$ cat src/rtl/ppm_pkg.sv
package ppm_pkg;

    localparam int SAMPLE_BITS_DEF  = 16;
    localparam int CHANNEL_BITS_DEF = 8;
    localparam int SEL_BITS         = 5;
    localparam int FRAC_W           = 17;
    localparam int DEN_W            = 27;
    localparam int NUM_W            = 30;
    localparam int RESET_HIGH       = 32767;
    localparam int NUM_RAMPS        = 21;

    localparam logic [1:0] CFG_RANGE_LOW   = 2'd0;
    localparam logic [1:0] CFG_RANGE_HIGH  = 2'd1;
    localparam logic [1:0] CFG_RAMP_SELECT = 2'd2;

    localparam logic [4:0] RAMP_WHITE         = 5'd0;
    localparam logic [4:0] RAMP_JET           = 5'd1;
    localparam logic [4:0] RAMP_BLUE_RED      = 5'd2;
    localparam logic [4:0] RAMP_GREY          = 5'd3;
    localparam logic [4:0] RAMP_HUE           = 5'd4;
    localparam logic [4:0] RAMP_GREEN_YELLOW  = 5'd5;
    localparam logic [4:0] RAMP_GREEN_MAGENTA = 5'd6;
    localparam logic [4:0] RAMP_WALK          = 5'd7;
    localparam logic [4:0] RAMP_GREY_PEAK     = 5'd8;
    localparam logic [4:0] RAMP_THREE_SEG     = 5'd9;
    localparam logic [4:0] RAMP_FIVE_SEG      = 5'd10;
    localparam logic [4:0] RAMP_BLEND_TWO     = 5'd11;
    localparam logic [4:0] RAMP_BLEND_A       = 5'd12;
    localparam logic [4:0] RAMP_BLEND_B       = 5'd13;
    localparam logic [4:0] RAMP_YELLOW_RED    = 5'd14;
    localparam logic [4:0] RAMP_TO_WHITE      = 5'd15;
    localparam logic [4:0] RAMP_TWO_A         = 5'd16;
    localparam logic [4:0] RAMP_TWO_B         = 5'd17;
    localparam logic [4:0] RAMP_BLUE_CYAN     = 5'd18;
    localparam logic [4:0] RAMP_BLUE_WHITE    = 5'd19;
    localparam logic [4:0] RAMP_BLEND_C       = 5'd20;

    typedef logic [7:0] t_c8;

    typedef struct packed {
        t_c8 r;
        t_c8 g;
        t_c8 b;
    } t_rgb8;

    typedef struct packed {
        logic signed [NUM_W-1:0] num;
        logic [DEN_W-1:0]        den;
    } t_frac;

    function automatic logic [4:0] ramp_mod(input logic [4:0] s);
        ramp_mod = (s >= 5'(NUM_RAMPS)) ? 5'(s - 5'(NUM_RAMPS)) : s;
    endfunction

    function automatic logic [2:0] seg_count(input logic [4:0] mode);
        logic [2:0] n;
        n = 3'd1;
        unique case (mode)
            RAMP_JET, RAMP_WALK, RAMP_TO_WHITE:       n = 3'd4;
            RAMP_HUE:                                 n = 3'd6;
            RAMP_GREY_PEAK, RAMP_TWO_A, RAMP_TWO_B:   n = 3'd2;
            RAMP_THREE_SEG:                           n = 3'd3;
            RAMP_FIVE_SEG:                            n = 3'd5;
            default:                                  n = 3'd1;
        endcase
        return n;
    endfunction

    // Blend colors in units of 1/255; idx picks the first, middle or last color.
    function automatic t_rgb8 blend_color(input logic [4:0] mode, input logic [1:0] idx);
        t_rgb8 c;
        c = '{r: 8'd0, g: 8'd0, b: 8'd0};
        unique case (mode)
            RAMP_BLEND_TWO: begin
                if (idx == 2'd0) c = '{r: 8'd200, g: 8'd60, b: 8'd0};
                else             c = '{r: 8'd250, g: 8'd160, b: 8'd110};
            end
            RAMP_BLEND_A: begin
                if (idx == 2'd0)      c = '{r: 8'd55, g: 8'd55, b: 8'd45};
                else if (idx == 2'd1) c = '{r: 8'd200, g: 8'd60, b: 8'd0};
                else                  c = '{r: 8'd250, g: 8'd160, b: 8'd110};
            end
            RAMP_BLEND_B: begin
                if (idx == 2'd0)      c = '{r: 8'd0, g: 8'd255, b: 8'd0};
                else if (idx == 2'd1) c = '{r: 8'd255, g: 8'd150, b: 8'd0};
                else                  c = '{r: 8'd255, g: 8'd250, b: 8'd240};
            end
            RAMP_BLEND_C: begin
                if (idx == 2'd0)      c = '{r: 8'd0, g: 8'd160, b: 8'd0};
                else if (idx == 2'd1) c = '{r: 8'd180, g: 8'd220, b: 8'd0};
                else                  c = '{r: 8'd250, g: 8'd220, b: 8'd170};
            end
            default: c = '{r: 8'd0, g: 8'd0, b: 8'd0};
        endcase
        return c;
    endfunction

endpackage

$ cat src/rtl/ppm_norm.sv
module ppm_norm #(
    parameter int SAMPLE_BITS = ppm_pkg::SAMPLE_BITS_DEF
) (
    input  logic                            i_clk,
    input  logic                            i_rst_n,
    input  logic                            i_en,
    input  logic                            i_valid,
    input  logic [SAMPLE_BITS-1:0]          i_sample,
    input  logic [SAMPLE_BITS-1:0]          i_lo,
    input  logic [SAMPLE_BITS-1:0]          i_hi,
    output logic                            o_valid,
    output logic [ppm_pkg::FRAC_W-1:0]      o_frac
);
    import ppm_pkg::*;

    localparam int SB = SAMPLE_BITS;

    logic                 r_v   [0:FRAC_W];
    logic                 r_e   [0:FRAC_W];
    logic [SB-1:0]        r_rem [0:FRAC_W-1];
    logic [SB-1:0]        r_d   [0:FRAC_W-1];
    logic [FRAC_W-1:0]    r_q   [1:FRAC_W];

    logic signed [SB-1:0] lo_s, hi_s, v_s, vc_s;
    logic                 empty;
    logic [SB-1:0]        n_rem0, n_d0;

    always_comb begin
        lo_s  = $signed(i_lo);
        hi_s  = $signed(i_hi);
        v_s   = $signed(i_sample);
        empty = !(hi_s > lo_s);
        vc_s  = v_s;
        if (v_s < lo_s) vc_s = lo_s;
        if (v_s > hi_s) vc_s = hi_s;
        n_rem0 = SB'({vc_s[SB-1], vc_s} - {lo_s[SB-1], lo_s});
        n_d0   = SB'({hi_s[SB-1], hi_s} - {lo_s[SB-1], lo_s});
    end

    always_ff @(posedge i_clk) begin
        if (!i_rst_n) begin
            r_v[0] <= 1'b0;
        end else if (i_en) begin
            r_v[0] <= i_valid;
        end
    end

    always_ff @(posedge i_clk) begin
        if (i_en) begin
            r_e[0]   <= empty;
            r_rem[0] <= n_rem0;
            r_d[0]   <= n_d0;
        end
    end

    // One quotient bit per stage, most significant first.
    for (genvar j = 0; j < FRAC_W; j++) begin : g_stage
        logic [SB:0]       trial;
        logic [SB:0]       diff;
        logic              ge;
        logic [FRAC_W-1:0] q_in;

        if (j == 0) begin : g_first
            assign trial = {1'b0, r_rem[0]};
            assign q_in  = '0;
        end else begin : g_next
            assign trial = {r_rem[j], 1'b0};
            assign q_in  = r_q[j];
        end

        assign ge   = trial >= {1'b0, r_d[j]};
        assign diff = trial - {1'b0, r_d[j]};

        always_ff @(posedge i_clk) begin
            if (!i_rst_n) begin
                r_v[j+1] <= 1'b0;
            end else if (i_en) begin
                r_v[j+1] <= r_v[j];
            end
        end

        always_ff @(posedge i_clk) begin
            if (i_en) begin
                r_e[j+1] <= r_e[j];
                r_q[j+1] <= {q_in[FRAC_W-2:0], ge};
            end
        end

        if (j < FRAC_W - 1) begin : g_carry
            always_ff @(posedge i_clk) begin
                if (i_en) begin
                    r_rem[j+1] <= ge ? diff[SB-1:0] : trial[SB-1:0];
                    r_d[j+1]   <= r_d[j];
                end
            end
        end
    end

    assign o_valid = r_v[FRAC_W];
    assign o_frac  = r_e[FRAC_W] ? '0 : r_q[FRAC_W];

endmodule

$ cat config.mk
export PLATFORM = sky130hd
export DESIGN_NAME = ppm_norm
export DESIGN_NICKNAME = d
export VERILOG_FILES = /design/src/rtl/ppm_pkg.sv /design/src/rtl/ppm_norm.sv
export SDC_FILE = /design/constraint.sdc
export NUM_CORES = 1
export LEC_CHECK = 0
export BUFFER_PORTS_ARGS = -buffer_cell sky130_fd_sc_hd__buf_2
export CAP_MARGIN = 20
export CORE_MARGIN = 2
export CORE_UTILIZATION = 64
export DETAILED_ROUTE_END_ITERATION = 16
export PLACE_DENSITY = 0.86
export SETUP_SLACK_MARGIN = 0.02
export SLEW_MARGIN = 20
export SYNTH_ARGS = -nofsm -noshare
export SYNTH_HDL_FRONTEND = slang
export SYNTH_SLANG_ARGS = --single-unit
$ cat constraint.sdc
create_clock -name i_clk -period 5.9 [get_ports i_clk]
set_input_delay 0.295 -clock i_clk [delete_from_list [all_inputs] [get_ports i_clk]]
set_output_delay 0.295 -clock i_clk [all_outputs]
set_load 0.01 [all_outputs]
After elaboration in Yosys (flattened, before gate mapping)
Memory sizes are Yosys's and may differ from the RTL's.
Cells that the tools add are included.

storage, ports and cells
  bits in registers = 0
  latch bits = 0
  memory bits (writable) = 869
  ROM bits = 0
  input bits = 52
  output and inout port bits = 18
  word-level logic and storage cells = 104
  memories = 5

memories
  name   words  bits a word  rd ports  clocked after memory_dff  wr ports  RTL line        source
  r_q    17     17           17        0                         17        ppm_norm.sv:22  logic [FRAC_W-1:0] r_q [1:FRAC_W];
  r_d    17     16           17        0                         17        ppm_norm.sv:21  logic [SB-1:0] r_d [0:FRAC_W-1];
  r_rem  17     16           17        0                         17        ppm_norm.sv:20  logic [SB-1:0] r_rem [0:FRAC_W-1];
  r_e    18     1            18        0                         18        ppm_norm.sv:19  logic r_e [0:FRAC_W];
  r_v    18     1            18        0                         18        ppm_norm.sv:18  logic r_v [0:FRAC_W];

cells by class
  $add $sub $neg = 18
  multiply operators = 0
  div/mod/pow operators = 0
  magnitude comparators = 20
  equal/unequal tests = 0
  shift operators = 0
  mux-type cells = 42
  bitwise logic cells = 18
  reduce and logical (&&, ||, !) cells = 1

operators by type and width
  kind                            number
  two-way mux 16 bit              18
  subtractor 16 bit               18
  >= comparator 17 x 16 -> 1 bit  16
  greater-than comparator 16 bit  2
  two-way mux 1 bit               23
  bitwise OR 1 bit                18
  two-way mux 17 bit              1
  >= comparator 16 bit            1
  less-than comparator 16 bit     1
  logical NOT 1 bit               1

Longest topological paths before layout
  depth in word-level cells = 4
  gate-level depth with buffers = 20
  mapped depth without buffers = 20

Worst setup path before layout
No wires, ideal clock.

  kind = input to register
  from = input i_lo[11]
  to = memory r_rem[0][14] in the netlist's numbering, data pin
  library setup time = 258 ps
  arrival = 3994 ps
  data required time = 5642 ps
  path slack = 1649 ps
  cell stages on the path = 20
  buffers on the path = 1
  cell sequence = inv_1 ha_1 a21oi_1 o211ai_1 a211oi_1 o21ai_1 a221oi_1 mux2i_1 buf_2 mux2i_1 a21oi_1 ha_1 nor2b_1 o21a_1 o21ai_1 a211oi_1 or3_1 a31o_1 a21oi_1 xnor2_1

RTL lines
  what             RTL line        source
  start, declared  ppm_norm.sv:9   input logic [SAMPLE_BITS-1:0] i_lo,
  end, declared    ppm_norm.sv:20

==> results.yml <==
yosys:
  synth-edff-count: 732
  ys_dominant_reg_cell: "edfxtp_1"
  syn_inst: 3290
  synth-seq-cells: 733
  ys_seq_area_share_pct: 55.1
  syn_area_sq_um: 39900
  ys_async_sr_fraction_pct: 0
  ys_warn_count: 0
  synthesis.nets: 3693
  synth_cell_types: 67
  syn_area_per_cell_sq_um: 12.1
power_and_ir_drop:
  power_mw: 22.8
  p_per_area_nw_per_um2: 522
  leakagePower_nw: 17.9
  peakVddDrop_uv: 261
cells_and_area:
  syn_to_final_growth_pct: 9.26
  final_net_count: 3807
  utilization_pct: 70.7
  drive_gt1_share_pct: 8.89
global_routing:
  grtUsageTotal_pct: 25.6
  grt_max_degree: 205
  antenna_found_initial: 1
  gr-total-overflow: 0
  grt_pass1_vias: 25100
  grt_pass1_wl_mm: 130
cts:
  cts_buffers: 75
  cts_tree: "built"
  htreeDepth: 3
  cts_resized: 0
  clock_latency_ns: 0.62
  clock-root-buffer: "clkbuf_16"
  clockBufferDepth: 3
  clkSlewWorstSetupHoldPaths_ns: 0.05
  cts.sink_count: 733
  postCtsSetupBuffers: 0
placement:
  port_buffers: 69
  gp_congestion: 0.878
  pre_cts_ws_ns: 0.851
  dp_hpwl_mm: 58.2
route:
  wl_per_cell_um: 18.9
  routed_wl_mm: 81.4
  first_pass_iters: 6
  drc: 0
  first_iter_violations: 2175
  postRouteAntennaNets: 0
  via_per_inst: 5.96
  via_count: 25600
sta:
  fin_setup_tns_ns: 0
  worst_pin_slew_ns: 1.19
  finalSetupViolations: 0
  whs_ns: 0.0743
  slew_viol_final: 0
  setup_ws_ns: 1.40
  clock.fmax_mhz: 222
  fin_skew_ns: 0.0286
  hold_violations: 0
  slew_headroom_pct: 20.4
  rsz0062_at_grt: "no"
  min_period_ns: 4.50
  fin_crit_sh_pct: 76.2
die:
  die_w_um: 254
  coreArea_sq_um: 61700
  initial_utilization_pct: 64.7
  die_height_um: 254
  core.rowCount: 91
  ios: 70
  die_area_sq_um: 64400
critical_path:
  critPathTopFamily: "compound AO/OA/AOI/OAI gates"
  crit_type: "in2reg"
  start_kind: "input port"
  critPathMaxFanout: 10
  cp_data_arrival_time_ns: 4.83
  end_kind: "flip-flop"
  path_cells: "buf_2 -> inv_1 -> ha_1 -> a21oi_1 -> o211ai_1 -> a211oi_1 -> o21ai_1 -> a221oi_1 -> mux2i_2 -> mux2_2 -> a21o_1 -> ha_1 -> nor2b_1 -> o31a_1 -> o41ai_1 -> a31oi_1 -> nor2_1 -> o21a_1 -> o21ai_1 -> xor2_1"
  worst-path-buf-inv: 2
  max_stage_delay_ns: 0.56
  cp_slowest_cell: "o41ai_1"
  required_ns: 6.24
run:
  max_cap_violations: 0
hold_path:
  hold_path.class: "in2reg"
run_status:
  status: "complete, no violations"
worst register-to-register path: cells and delay by family, from the launching register on:
family,cells,cell delay (ns)
muxes,1,0.41
and+or+nand+nor,1,0.16
adders and majority gates,2,0.68
AOI/OAI and AO/OA,6,1.75
DFF,1,0.39
layout by cell type, fill, tap and decap left out, types with 21 or more instances in the layout:
| master | n |
|---|---|
| nand2_1 | 98 |
| nor3_1 | 43 |
| nand2b_1 | 36 |
| o21ai_1 | 26 |
| nor2_1 | 213 |
| xnor2_1 | 115 |
| and3_1 | 28 |
| mux2_2 | 79 |
| nor2b_1 | 68 |
| a31oi_1 | 33 |
| o21ai_0 | 71 |
| a211oi_1 | 27 |
| ha_1 | 333 |
| nand4_1 | 53 |
| nand3_1 | 49 |
| buf_2 | 68 |
| a21oi_1 | 281 |
| edfxtp_1 | 732 |
| inv_1 | 391 |
| o31ai_1 | 21 |
| mux2_1 | 84 |
| xor2_1 | 63 |
| o21a_1 | 46 |
| a21o_1 | 55 |
| clkbuf_16 | 77 |
| mux2i_1 | 31 |
| o211ai_1 | 24 |
| nor4_1 | 33 |
timing repair:
action                                  4_1_cts  5_1_grt
endpoints found under the setup margin        0        0
hold endpoints to repair                      1        0
hold buffers                                  1        0
where the power goes:
group          switching, mW  internal [mW]
Sequential             0.763           7.68
Clock                   1.99           2.63
Combinational           5.36           4.36
Total                   8.11           14.7
stage by stage:
step,instance area (sq um),cells
2_1_floorplan,39900,3290
3_3_place_gp,41200,4163
3_5_place_dp,41200,4163
4_1_cts,43600,4300
5_1_grt,43600,4301
6_report,43600,4301
cells by family after synthesis:
logic type | synth area share, %
adder cells (fa/ha/maj) | 11.3
multiplexers | 5.62
AO/OA/AOI/OAI | 11.4
buffers and inverters | 4.15
XOR/XNOR | 3.90
flip-flops | 55.1
AND/OR/NAND/NOR | 8.52
area by class of cell:
type / instances / area [sq um]
well taps: 837 / 1050
clock inverters: 48 / 409
diodes: 1 / 2.50
multi-input cells: 2125 / 16300
flip-flops and latches: 733 / 22000
repair buffers: 77 / 455
inverters: 392 / 1470
fillers: 4105 / 18100
clock buffers: 88 / 1970
routing by layer:
layer	up-vias	track usage (%)	wire [um]
met3	162	3.76	4580
met1	12300	33.4	34200
li1	12400	-	-
met5	-	0	0
met4	0	8.91	2250
met2	779	44.0	40400
Yosys cell counts, drive strengths merged, types with 16 or more instances:
master	instances	area, sq um
a211oi	27	203
o211ai	24	180
mux2	169	1930
a21o	55	413
xnor2	115	1010
ha	333	4170
inv	392	1470
edfxtp	732	22000
nand2	98	368
o21ai	99	503
and3	28	175
clkbuf	18	67.6
nand4	53	332
buf	22	120
xor2	63	552
fa	18	360
a21boi	22	165
nor3	43	215
o31ai	21	158
a21oi	281	1410
mux2i	32	320
nand2b	36	225
o21a	46	345
a211o	16	140
a31oi	34	219
a31o	26	228
nor2	213	800
nand3	49	245
or2	21	131
nor4	33	206
nor2b	69	439
worst paths after layout:
check                           cells after the start            to         from  slack (ns)
worst max register to register                     10  r_rem[0][24]    r_d[0][0]        2.25
worst min register to register                      0   r_q[0][143]  r_q[0][125]        0.41
worst min-delay path                                2       r_v[16]      i_rst_n        0.07
worst max-delay path                               20  r_rem[0][15]     i_lo[11]        1.40
sequential cells by signal, summed over array words and instances (netlist names):
signal	flops
r_e	18
r_rem	272
r_q	153
r_v	18
r_d	272
No activity file was read; power rests on OpenSTA's default activity.
