--- src/rtl/ppm_pkg.sv ---
package ppm_pkg;

    localparam int SAMPLE_BITS_DEF  = 16;
    localparam int CHANNEL_BITS_DEF = 8;
    localparam int SEL_BITS         = 5;
    localparam int FRAC_W           = 17;
    localparam int DEN_W            = 27;
    localparam int NUM_W            = 30;
    localparam int RESET_HIGH       = 32767;
    localparam int NUM_RAMPS        = 21;

    localparam logic [1:0] CFG_RANGE_LOW   = 2'd0;
    localparam logic [1:0] CFG_RANGE_HIGH  = 2'd1;
    localparam logic [1:0] CFG_RAMP_SELECT = 2'd2;

    localparam logic [4:0] RAMP_WHITE         = 5'd0;
    localparam logic [4:0] RAMP_JET           = 5'd1;
    localparam logic [4:0] RAMP_BLUE_RED      = 5'd2;
    localparam logic [4:0] RAMP_GREY          = 5'd3;
    localparam logic [4:0] RAMP_HUE           = 5'd4;
    localparam logic [4:0] RAMP_GREEN_YELLOW  = 5'd5;
    localparam logic [4:0] RAMP_GREEN_MAGENTA = 5'd6;
    localparam logic [4:0] RAMP_WALK          = 5'd7;
    localparam logic [4:0] RAMP_GREY_PEAK     = 5'd8;
    localparam logic [4:0] RAMP_THREE_SEG     = 5'd9;
    localparam logic [4:0] RAMP_FIVE_SEG      = 5'd10;
    localparam logic [4:0] RAMP_BLEND_TWO     = 5'd11;
    localparam logic [4:0] RAMP_BLEND_A       = 5'd12;
    localparam logic [4:0] RAMP_BLEND_B       = 5'd13;
    localparam logic [4:0] RAMP_YELLOW_RED    = 5'd14;
    localparam logic [4:0] RAMP_TO_WHITE      = 5'd15;
    localparam logic [4:0] RAMP_TWO_A         = 5'd16;
    localparam logic [4:0] RAMP_TWO_B         = 5'd17;
    localparam logic [4:0] RAMP_BLUE_CYAN     = 5'd18;
    localparam logic [4:0] RAMP_BLUE_WHITE    = 5'd19;
    localparam logic [4:0] RAMP_BLEND_C       = 5'd20;

    typedef logic [7:0] t_c8;

    typedef struct packed {
        t_c8 r;
        t_c8 g;
        t_c8 b;
    } t_rgb8;

    typedef struct packed {
        logic signed [NUM_W-1:0] num;
        logic [DEN_W-1:0]        den;
    } t_frac;

    function automatic logic [4:0] ramp_mod(input logic [4:0] s);
        ramp_mod = (s >= 5'(NUM_RAMPS)) ? 5'(s - 5'(NUM_RAMPS)) : s;
    endfunction

    function automatic logic [2:0] seg_count(input logic [4:0] mode);
        logic [2:0] n;
        n = 3'd1;
        unique case (mode)
            RAMP_JET, RAMP_WALK, RAMP_TO_WHITE:       n = 3'd4;
            RAMP_HUE:                                 n = 3'd6;
            RAMP_GREY_PEAK, RAMP_TWO_A, RAMP_TWO_B:   n = 3'd2;
            RAMP_THREE_SEG:                           n = 3'd3;
            RAMP_FIVE_SEG:                            n = 3'd5;
            default:                                  n = 3'd1;
        endcase
        return n;
    endfunction

    // Blend colors in units of 1/255; idx picks the first, middle or last color.
    function automatic t_rgb8 blend_color(input logic [4:0] mode, input logic [1:0] idx);
        t_rgb8 c;
        c = '{r: 8'd0, g: 8'd0, b: 8'd0};
        unique case (mode)
            RAMP_BLEND_TWO: begin
                if (idx == 2'd0) c = '{r: 8'd200, g: 8'd60, b: 8'd0};
                else             c = '{r: 8'd250, g: 8'd160, b: 8'd110};
            end
            RAMP_BLEND_A: begin
                if (idx == 2'd0)      c = '{r: 8'd55, g: 8'd55, b: 8'd45};
                else if (idx == 2'd1) c = '{r: 8'd200, g: 8'd60, b: 8'd0};
                else                  c = '{r: 8'd250, g: 8'd160, b: 8'd110};
            end
            RAMP_BLEND_B: begin
                if (idx == 2'd0)      c = '{r: 8'd0, g: 8'd255, b: 8'd0};
                else if (idx == 2'd1) c = '{r: 8'd255, g: 8'd150, b: 8'd0};
                else                  c = '{r: 8'd255, g: 8'd250, b: 8'd240};
            end
            RAMP_BLEND_C: begin
                if (idx == 2'd0)      c = '{r: 8'd0, g: 8'd160, b: 8'd0};
                else if (idx == 2'd1) c = '{r: 8'd180, g: 8'd220, b: 8'd0};
                else                  c = '{r: 8'd250, g: 8'd220, b: 8'd170};
            end
            default: c = '{r: 8'd0, g: 8'd0, b: 8'd0};
        endcase
        return c;
    endfunction

endpackage

--- src/rtl/ppm_chdiv.sv ---
module ppm_chdiv #(
    parameter int CHANNEL_BITS = ppm_pkg::CHANNEL_BITS_DEF
) (
    input  logic                    i_clk,
    input  logic                    i_rst_n,
    input  logic                    i_en,
    input  logic                    i_valid,
    input  ppm_pkg::t_frac          i_frac,
    output logic                    o_valid,
    output logic [CHANNEL_BITS-1:0] o_chan
);
    import ppm_pkg::*;

    localparam int CB = CHANNEL_BITS;
    localparam int NW = DEN_W + CB;

    logic [DEN_W-1:0] nc;
    logic [NW-1:0]    n_dvd;

    logic             r_v   [0:CB];
    logic [DEN_W-1:0] r_rem [0:CB-1];
    logic [CB-1:0]    r_low [0:CB-1];
    logic [DEN_W-1:0] r_den [0:CB-1];
    logic [CB-1:0]    r_q   [1:CB];

    // Clamp to [0, den], then form num * (2^CB - 1) + den / 2.
    always_comb begin
        if (i_frac.num < 0) begin
            nc = '0;
        end else if (i_frac.num > $signed({{(NUM_W-DEN_W){1'b0}}, i_frac.den})) begin
            nc = i_frac.den;
        end else begin
            nc = i_frac.num[DEN_W-1:0];
        end
        n_dvd = {nc, {CB{1'b0}}} - NW'(nc) + NW'(i_frac.den >> 1);
    end

    always_ff @(posedge i_clk) begin
        if (!i_rst_n) begin
            r_v[0] <= 1'b0;
        end else if (i_en) begin
            r_v[0] <= i_valid;
        end
    end

    always_ff @(posedge i_clk) begin
        if (i_en) begin
            r_rem[0] <= n_dvd[NW-1:CB];
            r_low[0] <= n_dvd[CB-1:0];
            r_den[0] <= i_frac.den;
        end
    end

    for (genvar j = 0; j < CB; j++) begin : g_stage
        logic [DEN_W:0] trial;
        logic [DEN_W:0] diff;
        logic           ge;
        logic [CB-1:0]  q_in;

        if (j == 0) begin : g_first
            assign q_in = '0;
        end else begin : g_next
            assign q_in = r_q[j];
        end

        assign trial = {r_rem[j], r_low[j][CB-1]};
        assign ge    = trial >= {1'b0, r_den[j]};
        assign diff  = trial - {1'b0, r_den[j]};

        always_ff @(posedge i_clk) begin
            if (!i_rst_n) begin
                r_v[j+1] <= 1'b0;
            end else if (i_en) begin
                r_v[j+1] <= r_v[j];
            end
        end

        if (CB == 1) begin : g_q1
            always_ff @(posedge i_clk) begin
                if (i_en) r_q[j+1] <= ge;
            end
        end else begin : g_qn
            always_ff @(posedge i_clk) begin
                if (i_en) r_q[j+1] <= {q_in[CB-2:0], ge};
            end
        end

        if (j < CB - 1) begin : g_carry
            always_ff @(posedge i_clk) begin
                if (i_en) begin
                    r_rem[j+1] <= ge ? diff[DEN_W-1:0] : trial[DEN_W-1:0];
                    r_low[j+1] <= r_low[j] << 1;
                    r_den[j+1] <= r_den[j];
                end
            end
        end
    end

    assign o_valid = r_v[CB];
    assign o_chan  = r_q[CB];

endmodule

--- config.mk ---
export PLATFORM = sky130hd
export DESIGN_NAME = ppm_chdiv
export DESIGN_NICKNAME = d
export VERILOG_FILES = /design/src/rtl/ppm_pkg.sv /design/src/rtl/ppm_chdiv.sv
export SDC_FILE = /design/constraint.sdc
export NUM_CORES = 1
export LEC_CHECK = 0
export ABC_AREA = 0
export BUFFER_PORTS_ARGS = -buffer_cell sky130_fd_sc_hd__buf_2
export CORE_UTILIZATION = 40
export DETAILED_ROUTE_END_ITERATION = 16
export PLACE_DENSITY = 0.54
export SETUP_SLACK_MARGIN = 0.1
export SYNTH_ARGS = -nofsm -noshare
export SYNTH_HDL_FRONTEND = slang
export SYNTH_SLANG_ARGS = --single-unit
--- constraint.sdc ---
create_clock -name i_clk -period 7.57 [get_ports i_clk]
set_clock_uncertainty 0.15 [all_clocks]
set_input_delay 1.1355 -clock i_clk [delete_from_list [all_inputs] [get_ports i_clk]]
set_output_delay 1.1355 -clock i_clk [all_outputs]
set_load 0.03 [all_outputs]
== Yosys cells after proc, flatten, opt, wreduce, memory -nomap -nowiden ==
Memories as Yosys holds them, arrays and structs flattened.
Cells that the tools add are included.

* Muxes and demuxes: 23
* Order comparisons: 10
* Bitwise gates (word level): 9
* Add/subtract/negate cells: 9

{| class="wikitable"
|+ Operators by type and width
! operator !! count
|-
| 27-bit two-way mux || 9
|-
| 28-bit by 27-bit greater-or-equal comparator with 1-bit output || 8
|-
| 27-bit subtractor || 7
|-
| 35-bit by 26-bit adder with 35-bit output || 1
|-
| 35-bit by 27-bit subtractor with 35-bit output || 1
|-
| 30-bit by 28-bit greater-than comparator with 1-bit output || 1
|-
| 30-bit by 1-bit < comparator with 1-bit output (second input constant) || 1
|-
| 1-bit two-way mux || 14
|-
| 1-bit OR || 9
|}

* Register bits after elaboration: 0
* Output and inout bits: 9
* Memory bits (writable): 569
* Memories: 5

{| class="wikitable"
|+ Memories
! name !! words !! width !! read ports !! clocked after memory_dff !! wr ports !! line !! text
|-
| r_den || 8 || 27 || 8 || 0 || 8 || ppm_chdiv.sv:23 || <nowiki>logic [DEN_W-1:0] r_den [0:CB-1];</nowiki>
|-
| r_rem || 8 || 27 || 8 || 0 || 8 || ppm_chdiv.sv:21 || <nowiki>logic [DEN_W-1:0] r_rem [0:CB-1];</nowiki>
|-
| r_low || 8 || 8 || 8 || 0 || 8 || ppm_chdiv.sv:22 || <nowiki>logic [CB-1:0] r_low [0:CB-1];</nowiki>
|-
| r_q || 8 || 8 || 8 || 0 || 8 || ppm_chdiv.sv:24 || <nowiki>logic [CB-1:0] r_q [1:CB];</nowiki>
|-
| r_v || 9 || 1 || 9 || 0 || 9 || ppm_chdiv.sv:20 || <nowiki>logic r_v [0:CB];</nowiki>
|}

== Depth between registers and ports, before layout ==
Gate-level depths: netlist (run 1).

* Depth after elaboration: 5
* Mapped depth: 27

== Worst setup path after synthesis (run 1) ==
Ideal clock, no wire load.

* Kind: input -> register
* Start point: in i_frac[15] (netlist bit)
* End point: mem r_rem[0][18], data pin
* Library setup time: 261 ps
* Slack: 1379 ps
* Arrival time: 5780 ps
* Path buffers: 3
* Data required time: 7159 ps
* Stages on the path: 25
* Path through: inv_1 > ha_1 > a21o_1 > a21o_1 > a21oi_1 > nor2_1 > a2111oi_0 > o211ai_1 > o22ai_1 > buf_2 > buf_4 > mux2i_1 > or2_1 > fa_1 > inv_1 > ha_1 > clkbuf_1 > a21oi_1 > o21ai_1 > a211oi_1 > nand2b_1 > a211o_1 > a21oi_1 > nor3_1 > a311o_1

{| class="wikitable"
|+ RTL lines
! element !! line !! text
|-
| from (decl) || ppm_chdiv.sv:8 || <nowiki>input ppm_pkg::t_frac i_frac,</nowiki>
|-
| to (decl) || ppm_chdiv.sv:21 ||
|}

==> impl_results.md, run 1 <==
- Status: finished clean
- Worst hold start: r_q[0][43]
- Post-DP HPWL: approximately 51000 um
- P per Cell Area: 394 nW/um^2
- Clk pin slew, worst setup/hold paths: 0.07 ns
- Post-synth EDFFs: between 500 and 600
- Number of gates resized after cts: 0
- Drt drc: 0
- Pin count of the biggest net entering global routing: around 190
- Critical path data arrival time: 6.79 ns
- Maxcap violations: 0
- Diode count: 0
- Die width: ~280 um
- # fillers: approximately 7200
- Max Slew Vio Count: 0
- CTS Buffer Depth: 3
- Final hold violation count: 0
- Final wirelength: approximately 66000 um
- Peak supply drop: between 0.0002 and 0.00025 V
- Post-synthesis cell type count: between 80 and 90
- Hold Path Class: reg2reg
- Core area: between 70000 and 80000 um^2
- Dpl cell area: 33300 um^2
- Pin slew with the least headroom to its limit: 1.15 ns
- Routed wl met3: between 1500 and 2000 um
- Hold bufs inserted after CTS: 0
- Top sig layer: met4
- First-pass GRT wire length: roughly 110000 um
- M1 WL: ~28000 um
- Initial drt markers: roughly 980
- Time the worst path needs with I/O delays and setup: between 6 and 7 ns
- Die height: between 200 and 300 um
- Hold Crit Depth: 0
- Leakage: 0.0144 uW
- Fin area: 35100 um^2
- RR Endpoint: r_rem[0][58]
- Met2 wire len: roughly 34000 um
- CP max FO: 16
- IO Pins: 70
- Fmax: between 0.15 and 0.2 GHz
- CTS tree: yes
- Number of I/O port buffers: 69
- Reg-to-Reg Start: r_rem[0][28]
- Initial antenna violation count: 0
- Seq/Total Area, Yosys: between 40 and 50%
- Layout cells sized above 1: ~7.3%
- Final ANT Viol Nets: 0
- Mapped cell area: 31800 um^2
- Warnings, synthesis: 0
- Hold Path End: r_q[0][52]
- Drt pass-1 iters: 5
- RSZ-0062 raised after global routing: no
- Prevailing post-synth register cell: edfxtp_1
- R2r setup slk: between 3 and 4 ns
- Initial Util: between 40% and 50%
- Post-synthesis register bit count: 513
- P&R area growth vs syn: 10.6%
- Row count: a little over 100
- Fin Setup TNS: 0 ns
- Slowest stage delay, CP: between 0.4 and 0.5 ns
- Worst reg2reg path depth: 10
- Startpoint Class: input pin
- Num CTS Buffers: 60
- Final setup fails: 0
- Post-Syn Instances: around 2900
- Final period util: between 80% and 90%
- Syn Nets: between 3000 and 4000
- Gr usage total: ~16%
- Avg Inst Size Synth: between 10 and 15 um^2
- Die area: between 80000 and 90000 um^2
- Nets: around 3400
- Vias after detailed routing: 21100
- Worst path slowest cell: o22ai_4
- Clock Root Buffer: clkbuf_16
- Crit. End Element: register
- Slew headroom: 22.8%
- H-tree depth: 2
- Async SR Flop Fraction: 0%
- Total grt overflow: 0
- Clock Latency Late Sink: between 0.6 and 0.7 ns
- Post CTS Setup Buffer Count: 0
- CP required: between 7 and 8 ns
- Clock sink total: just over 500
- Drt via density: slightly above 5
- Post-DR wirelength/cell: 16.2 um
- GP Congestion: 0.877
- Vias in the first global route: approximately 22000
- Setup CP Type: in2reg
[worst max-delay path by stage]
| stage | from | to | slack, ns | cells past startpoint |
|---|---|---|---|---|
| floorplan | i_frac[15] | r_rem[0][18] | 1.38 | 25 |
| global placement | i_frac[15] | r_rem[0][25] | 0.53 | 23 |
| detailed placement | i_frac[15] | r_rem[0][25] | 0.42 | 23 |
| CTS | i_frac[15] | r_rem[0][25] | 1.09 | 23 |
| global route | i_frac[15] | r_rem[0][26] | 0.67 | 25 |
| finish | i_frac[15] | r_rem[0][26] | 1.02 | 25 |
[worst max-delay path: cells and delay by family]
family / cells / cell delay [ns]
compound gates: 13 / 3.25
xor+xnor: 1 / 0.08
fa+ha+maj: 3 / 1.18
buf+inv: 4 / 0.60
mux: 1 / 0.28
simple gates: 3 / 0.24
[synthesized netlist by cell type (all sizes together), types with 32 or more instances]
cell type	number	area share, %
nand2	144	1.7
xor2	61	1.7
a21o	78	1.8
nor2	217	2.6
a21oi	244	3.9
xnor2	118	3.3
nand3	43	0.68
buf	32	0.56
or2	34	0.67
nor3	39	0.61
edfxtp	512	48
nand2b	34	0.67
mux2i	35	1.1
ha	285	11
o21a	35	0.83
o21ai	148	2.3
a211oi	33	0.81
inv	338	4.0
mux2	95	3.4
nor2b	36	0.71
[area by class of cell]
cell class	count	area, um^2	area share (%)
Inverter	338	1270	3.61
Timing Repair Buffer	84	493	1.40
Multi-Input combinational cell	1990	14900	42.4
Tap cell	1040	1300	3.70
Clock buffer	64	1520	4.32
Clock inverter	44	280	0.798
Sequential cell	513	15400	43.8
[per-stage QoR]
step	hold slack, ns	setup WS [ns]	utilization, %	total power [uW]	cells
final	0.256	1.02	45.1	13800	4073
after global routing	0.270	0.665	45.1	14900	4073
after CTS	0.264	1.09	45.1	14000	4073
after detailed placement	0.255	0.417	42.8	11200	3965
after global placement	0.254	0.528	42.8	11100	3965
after floorplan	0.250	1.38	-	9740	2896
[layer usage]
metal	global-route usage, %	vias up
li1	-	10700
met1	18.5	9840
met2	30.4	365
met3	2.12	139
met4	7.27	0
met5	0	-
[report_power, final]
| group | switching [uW] | internal (uW) | leakage [uW] | total [uW] |
|---|---|---|---|---|
| Combinational | 3680 | 2850 | 0.00851 | 6530 |
| Sequential | 378 | 4300 | 0.00502 | 4670 |
| Clock | 1150 | 1480 | 0.000874 | 2620 |
[cell usage in the layout, fill, tap and decap left out, types with 26 or more instances in the layout]
master     count
buf_2         68
o21ai_0       98
edfxtp_1     512
or2_1         27
nand2b_1      34
nor2_1       217
nor3_1        39
a21o_1        78
clkbuf_16     60
xnor2_1      118
o21a_1        35
ha_1         285
xor2_1        61
fa_1          26
o21ai_1       48
nor2b_1       36
a21oi_1      242
inv_1        338
a211oi_1      31
nand2_1      144
mux2_1        77
nand4_1       27
mux2i_1       35
nand3_1       43
[cell families (layout without fill, tap and decap cells)]
| kind of cell | count (synthesis) | after routing | share of synthesized area (%) |
|---|---|---|---|
| simple gates | 653 | 653 | 9.87 |
| compound gates | 717 | 717 | 14.6 |
| fa+ha+maj | 311 | 311 | 12.9 |
| mux | 130 | 130 | 4.47 |
| xor+xnor | 179 | 179 | 4.94 |
| flops | 513 | 513 | 48.5 |
| buf+inv | 393 | 530 | 4.82 |
[sequential cells by signal (all words and copies together) (netlist names)]
signal and cells:
r_den 216, r_low 36, r_rem 216, r_q 36, r_v 9
Note: power is estimated with default switching activity, not from simulation.
==> run 2: changes to the inputs <==
--- a/config.mk
+++ b/config.mk
@@ -8,6 +8,7 @@
 export ABC_AREA = 0
 export BUFFER_PORTS_ARGS = -buffer_cell sky130_fd_sc_hd__buf_2
 export CORE_UTILIZATION = 40
+export CTS_BUF_LIST = sky130_fd_sc_hd__clkbuf_2 sky130_fd_sc_hd__clkbuf_4 sky130_fd_sc_hd__clkbuf_8
 export DETAILED_ROUTE_END_ITERATION = 16
 export PLACE_DENSITY = 0.54
 export SETUP_SLACK_MARGIN = 0.1
==> impl_results.md, run 2 (synthesized netlist as in run 1, its figures left out) <==
- Nets: 3391 (+0.95%)
- Row count: 102 (unchanged)
- Initial Util: 40.7% (unchanged)
- P&R area growth vs syn: 10.7% (about the same)
- Pin count of the biggest net entering global routing: 189 (unchanged)
- Maxcap violations: 0 (unchanged)
- Initial antenna violation count: 1 (+1)
- # fillers: 7203 (+0.33%)
- CP required: 7.86 ns (+0.05 ns)
- Hold Crit Depth: 0 (unchanged)
- CTS tree: yes
- Gr usage total: 16.5% (+0.19 points)
- Leading cell type in the layout, fill and taps excluded: edfxtp_1
- Worst hold start: r_q[0][43]
- Core area: 78000 um^2 (unchanged)
- Layout cells sized above 1: 9.12% (+1.8 points)
- Max Slew Vio Count: 0 (unchanged)
- Number of I/O port buffers: 69 (unchanged)
- Final period util: 85.7% (-0.91 points)
- Num CTS Buffers: 92 (+53%)
- Drt drc: 0 (unchanged)
- RSZ-0062 raised after global routing: no
- Final ANT Viol Nets: 0 (unchanged)
- Peak supply drop: 0.000174 V (-19%)
- Vias in the first global route: 22000 (+1.3%)
- Post-DR wirelength/cell: 16.1 um (-0.56%)
- CP bufs+invs: 4 (unchanged)
- Final hold violation count: 0 (unchanged)
- Post CTS Setup Buffer Count: 0 (unchanged)
- Leakage: 0.0145 uW (+0.66%)
- Post-DP HPWL: 51200 um (unchanged)
- Drt via density: 5.14 (-0.68%)
- Pin slew with the least headroom to its limit: 1.14 ns (-0.00818 ns)
- Clk pin slew, worst setup/hold paths: 0.06 ns (about the same)
- Critical path data arrival time: 6.77 ns (-0.02 ns)
- Register Area: 15400 um^2 (unchanged)
- H-tree depth: 3 (+1)
- Startpoint Class: input pin
- Commonest non-fill, non-tap cells in the layout: edfxtp_1, inv_1, ha_1, a21oi_1, nor2_1
- Clock Latency Late Sink: 0.69 ns (+0.05 ns)
- R2r setup slk: 3.25 ns (+0.03 ns)
- Top flop regs: r_den (216), r_rem (216)
- Setup CP Type: in2reg
- CP max FO: 16 (unchanged)
- Vias after detailed routing: 21200 (+0.75%)
- IO Pins: 70 (unchanged)
- GP Congestion: 0.877 (unchanged)
- Pwr Total: 13800 uW (-0.37%)
- Clock Root Buffer: clkbuf_8
- Fin Setup TNS: 0 ns (unchanged)
- Fmax: 0.154 GHz (+1.1%)
- Final setup fails: 0 (unchanged)
- Reg-to-Reg Start: r_rem[0][28]
- Slowest stage delay, CP: 0.49 ns (about the same)
- Worst reg2reg path depth: 10 (unchanged)
- Hold bufs inserted after CTS: 0 (unchanged)
- RR Endpoint: r_rem[0][58]
- Hold Path End: r_q[0][52]
- Die width: 284 um (unchanged)
- CTS Buffer Depth: 3 (unchanged)
- Clock sink total: 513 (unchanged)
- Drt pass-1 iters: 6 (+1)
- Time the worst path needs with I/O delays and setup: 6.49 ns (-0.0686 ns)
- Worst path slowest cell: o22ai_4
- Crit path max-delay family: compound AO/OA/AOI/OAI gates
- Die area: 80500 um^2 (unchanged)
- Multi-input logic area: 14900 um^2 (unchanged)
- Number of gates resized after cts: 0 (unchanged)
- Status: finished clean
- Crit. End Element: register
- Initial drt markers: 1005 (+2.4%)
- Total grt overflow: 0 (unchanged)
- Hold Path Class: reg2reg
- Die height: 284 um (unchanged)
- Slew headroom: 23.4% (+0.55 points)
- P per Cell Area: 392 nW/um^2 (-0.47%)
- First-pass GRT wire length: 109000 um (+0.66%)
- Final wirelength: 66700 um (+0.88%)
[run 2: worst max-delay path by stage]
stage / startpoint / to / slack [ns] / cells past startpoint
after floorplan: i_frac[15] / r_rem[0][18] / 1.38 / 25
after global placement: i_frac[15] / r_rem[0][25] / 0.53 / 23
after detailed placement: i_frac[15] / r_rem[0][25] / 0.42 / 23
after CTS: i_frac[15] / r_rem[0][25] / 1.19 / 23
after global routing: i_frac[15] / r_rem[0][26] / 0.74 / 25
final: i_frac[15] / r_rem[0][26] / 1.08 / 25
[run 2: final cells by class]
type	count	area share (%)
well taps	1040	3.70
flip-flops and latches	513	43.8
diodes	1	0.00712
clock buffers	121	4.24
clock inverters	45	0.964
inverters	338	3.61
repair buffers	84	1.40
multi-input cells	1990	42.3
[run 2: routing by layer]
metal  track usage [%]  vias up  wire length, um
met4              8.04        0             2740
li1                  -    10800                -
met3              2.56      146             2290
met1              18.3     9902            27900
met5                 0        -                0
met2              30.6      375            33700
[run 2: metrics by stage]
step / hold WS (ns) / instances / setup slack (ns) / util, % / cell area [um^2]
floorplan: 0.250 / 2896 / 1.38 / - / 31800
global placement: 0.254 / 3965 / 0.528 / 42.8 / 33300
detailed placement: 0.255 / 3965 / 0.417 / 42.8 / 33300
CTS: 0.259 / 4131 / 1.19 / 45.1 / 35200
global route: 0.269 / 4132 / 0.737 / 45.1 / 35200
finish: 0.260 / 4132 / 1.08 / 45.1 / 35200
[run 2: report_power, final]
| part | switching [uW] | internal, uW |
|---|---|---|
| combinational | 3680 | 2850 |
| clock | 1150 | 1430 |
| sequential | 380 | 4300 |
| total | 5210 | 8570 |
[run 2: worst reg2reg max path, delay by kind of cell (launching register included)]
kind            cells  cell delay, ns
compound gates      5            1.84
fa+ha+maj           1            0.38
buf+inv             1            0.43
flops               1            0.40
mux                 1            0.39
simple gates        2            0.48
==> run 3: changes to the inputs <==
--- a/config.mk
+++ b/config.mk
@@ -10,6 +10,7 @@
 export CORE_UTILIZATION = 40
 export CTS_BUF_LIST = sky130_fd_sc_hd__clkbuf_2 sky130_fd_sc_hd__clkbuf_4 sky130_fd_sc_hd__clkbuf_8
 export DETAILED_ROUTE_END_ITERATION = 16
+export GPL_TIMING_DRIVEN = 0
 export PLACE_DENSITY = 0.54
 export SETUP_SLACK_MARGIN = 0.1
 export SYNTH_ARGS = -nofsm -noshare
==> impl_results.md, run 3 (synthesized netlist as in run 1, its figures left out) <==
- Drt pass-1 iters: 5 (-1)
- Die height: 284 um (unchanged)
- Vias after detailed routing: 21800 (+2.8%)
- CP required: 7.84 ns (-0.02 ns)
- Nets: 3432 (+1.2%)
- Drt drc: 0 (unchanged)
- Final setup fails: 0 (unchanged)
- Cell Count, Final, Fillers Out: 4174 (+1.0%)
- CP max FO: 10 (-6)
- Time the worst path needs with I/O delays and setup: 6.93 ns (+0.441 ns)
- # fillers: 7244 (+0.57%)
- Status: finished clean
- Leakage: 0.0146 uW (+0.69%)
- Die width: 284 um (unchanged)
- Leading cell type in the layout, fill and taps excluded: edfxtp_1
- Pin slew with the least headroom to its limit: 0.863 ns (-0.276 ns)
- Maxcap violations: 0 (unchanged)
- Reg-to-Reg Start: r_low[4][7]
- Peak supply drop: 0.000132 V (-24%)
- Post-DR wirelength/cell: 17.7 um (+9.4%)
- Num CTS Buffers: 90 (-2.2%)
- Clock Root Buffer: clkbuf_8
- Row count: 102 (unchanged)
- Initial drt markers: 874 (-13%)
- Worst Setup Slack, final: 0.644 ns (-0.441 ns)
- Setup CP Type: in2reg
- Top flop regs: r_den (216), r_rem (216)
- Pin count of the biggest net entering global routing: 131 (-31%)
- Dpl cells: 4008 (+1.1%)
- Critical path data arrival time: 7.19 ns (+0.42 ns)
- Hold Path Class: reg2reg
- First-pass GRT wire length: 116000 um (+7.0%)
- H-tree depth: 3 (unchanged)
- Pre-CTS setup slack: -0.0461 ns (-0.463 ns)
- Hold WS: 0.265 ns (+0.00513 ns)
- Final period util: 91.5% (+5.8 points)
- Commonest non-fill, non-tap cells in the layout: edfxtp_1, inv_1, ha_1, a21oi_1, nor2_1
- Initial antenna violation count: 1 (unchanged)
- Number of I/O port buffers: 68 (-1.4%)
- IO Pins: 70 (unchanged)
- Final hold violation count: 0 (unchanged)
- Vias in the first global route: 22900 (+4.2%)
- Die area: 80500 um^2 (unchanged)
- Final ANT Viol Nets: 0 (unchanged)
- CTS Buffer Depth: 3 (unchanged)
- Startpoint Class: input pin
- Total grt overflow: 0 (unchanged)
- Initial Util: 40.7% (unchanged)
- Final core occ: 45.3% (+0.24 points)
- Gr usage total: 18.1% (+1.6 points)
- Drt via density: 5.23 (+1.8%)
- Core area: 78000 um^2 (unchanged)
- Slew headroom: 41.0% (+18 points)
- CTS tree: yes
- Clk pin slew, worst setup/hold paths: 0.06 ns (about the same)
- Fin Setup TNS: 0 ns (unchanged)
- P per Cell Area: 398 nW/um^2 (+1.6%)
- Layout cells sized above 1: 9.38% (+0.26 points)
- Clock Latency Late Sink: 0.70 ns (about the same)
- Max Slew Vio Count: 0 (unchanged)
- Clock sink total: 513 (unchanged)
- Fmax: 0.144 GHz (-6.4%)
- Crit. End Element: register
- Post-DP HPWL: 58100 um (+13%)
- Worst hold start: r_low[4][6]
- GP Congestion: 0.912 (+4.0%)
- Final wirelength: 73700 um (+10%)
- RSZ-0062 raised after global routing: no
- Crit. Startpoint: i_frac[15]
- P&R area growth vs syn: 11.3%
-- run 3: cell count changes in the layout (fill, tap and decap cells not counted), moves of 4 or more --
cell / before / now
buf_16: 0 / 4
buf_4: 13 / 5
clkinv_1: 19 / 23
clkbuf_1: 0 / 23
clkinv_2: 14 / 9
buf_2: 68 / 91
-- run 3: critical path: stages --
cell	delay, ns
buf_2	0.12
inv_1	0.09
ha_1	0.32
a21o_1	0.19
a21o_1	0.17
a21oi_1	0.15
nor2_1	0.06
a2111oi_0	0.40
o211ai_1	0.20
o22ai_1	0.15
buf_2	0.32
buf_4	0.31
mux2i_1	0.10
or2_1	0.27
ha_1	0.30
ha_1	0.23
inv_1	0.07
fa_1	0.21
nor2b_1	0.08
o31ai_1	0.35
a31oi_2	0.23
a311oi_1	0.49
nor2_1	0.21
o21ai_1	0.40
o21ai_1	0.17
a221oi_1	0.33
xnor2_1	0.13
-- run 3: where the power goes --
group,internal [uW],switching [uW]
sequential,4300,396
clock,1410,1150
combinational,2890,3940
total,8590,5490
-- run 3: worst paths after layout --
kind | end | slack [ns] | depth (start not counted)
worst max-delay path | r_rem[0][25] | 0.64 | 27
worst min-delay path | r_low[5][7] | 0.26 | 0
worst min register to register | r_low[5][7] | 0.26 | 0
worst max register to register | r_rem[1][50] | 3.26 | 12
-- run 3: cell type report --
type / instances / area [um^2] / share of cell area (%)
inverters: 338 / 1270 / 3.59
flip-flops and latches: 513 / 15400 / 43.5
clock buffers: 120 / 1460 / 4.14
well taps: 1040 / 1300 / 3.68
plain buffers: 55 / 263 / 0.743
clock inverters: 45 / 358 / 1.01
repair buffers: 72 / 460 / 1.30
multi-input cells: 1990 / 14800 / 42.0
diodes: 1 / 2.50 / 0.00708
-- run 3: layer usage --
metal  share of wire (%)  wire, um  track usage, %
met1                  39     28400            18.3
met2                  53     39200            35.1
met3                 2.8      2040            2.43
met4                 5.4      4010            10.8
met5                   0         0               0
-- run 3: timing repair --
action	in CTS	in global routing
gates resized for setup	0	1
buffers inserted	0	0
hold buffers	0	0
endpoints found under the setup margin	0	1
endpoints found under the hold margin	0	0
-- run 3: stage by stage --
| stage | area, um^2 | total power, uW |
|---|---|---|
| floorplan | 31800 | 9740 |
| global placement | 33400 | 11500 |
| detailed placement | 33500 | 11600 |
| CTS | 35300 | 14200 |
| global route | 35400 | 15200 |
| finish | 35400 | 14100 |
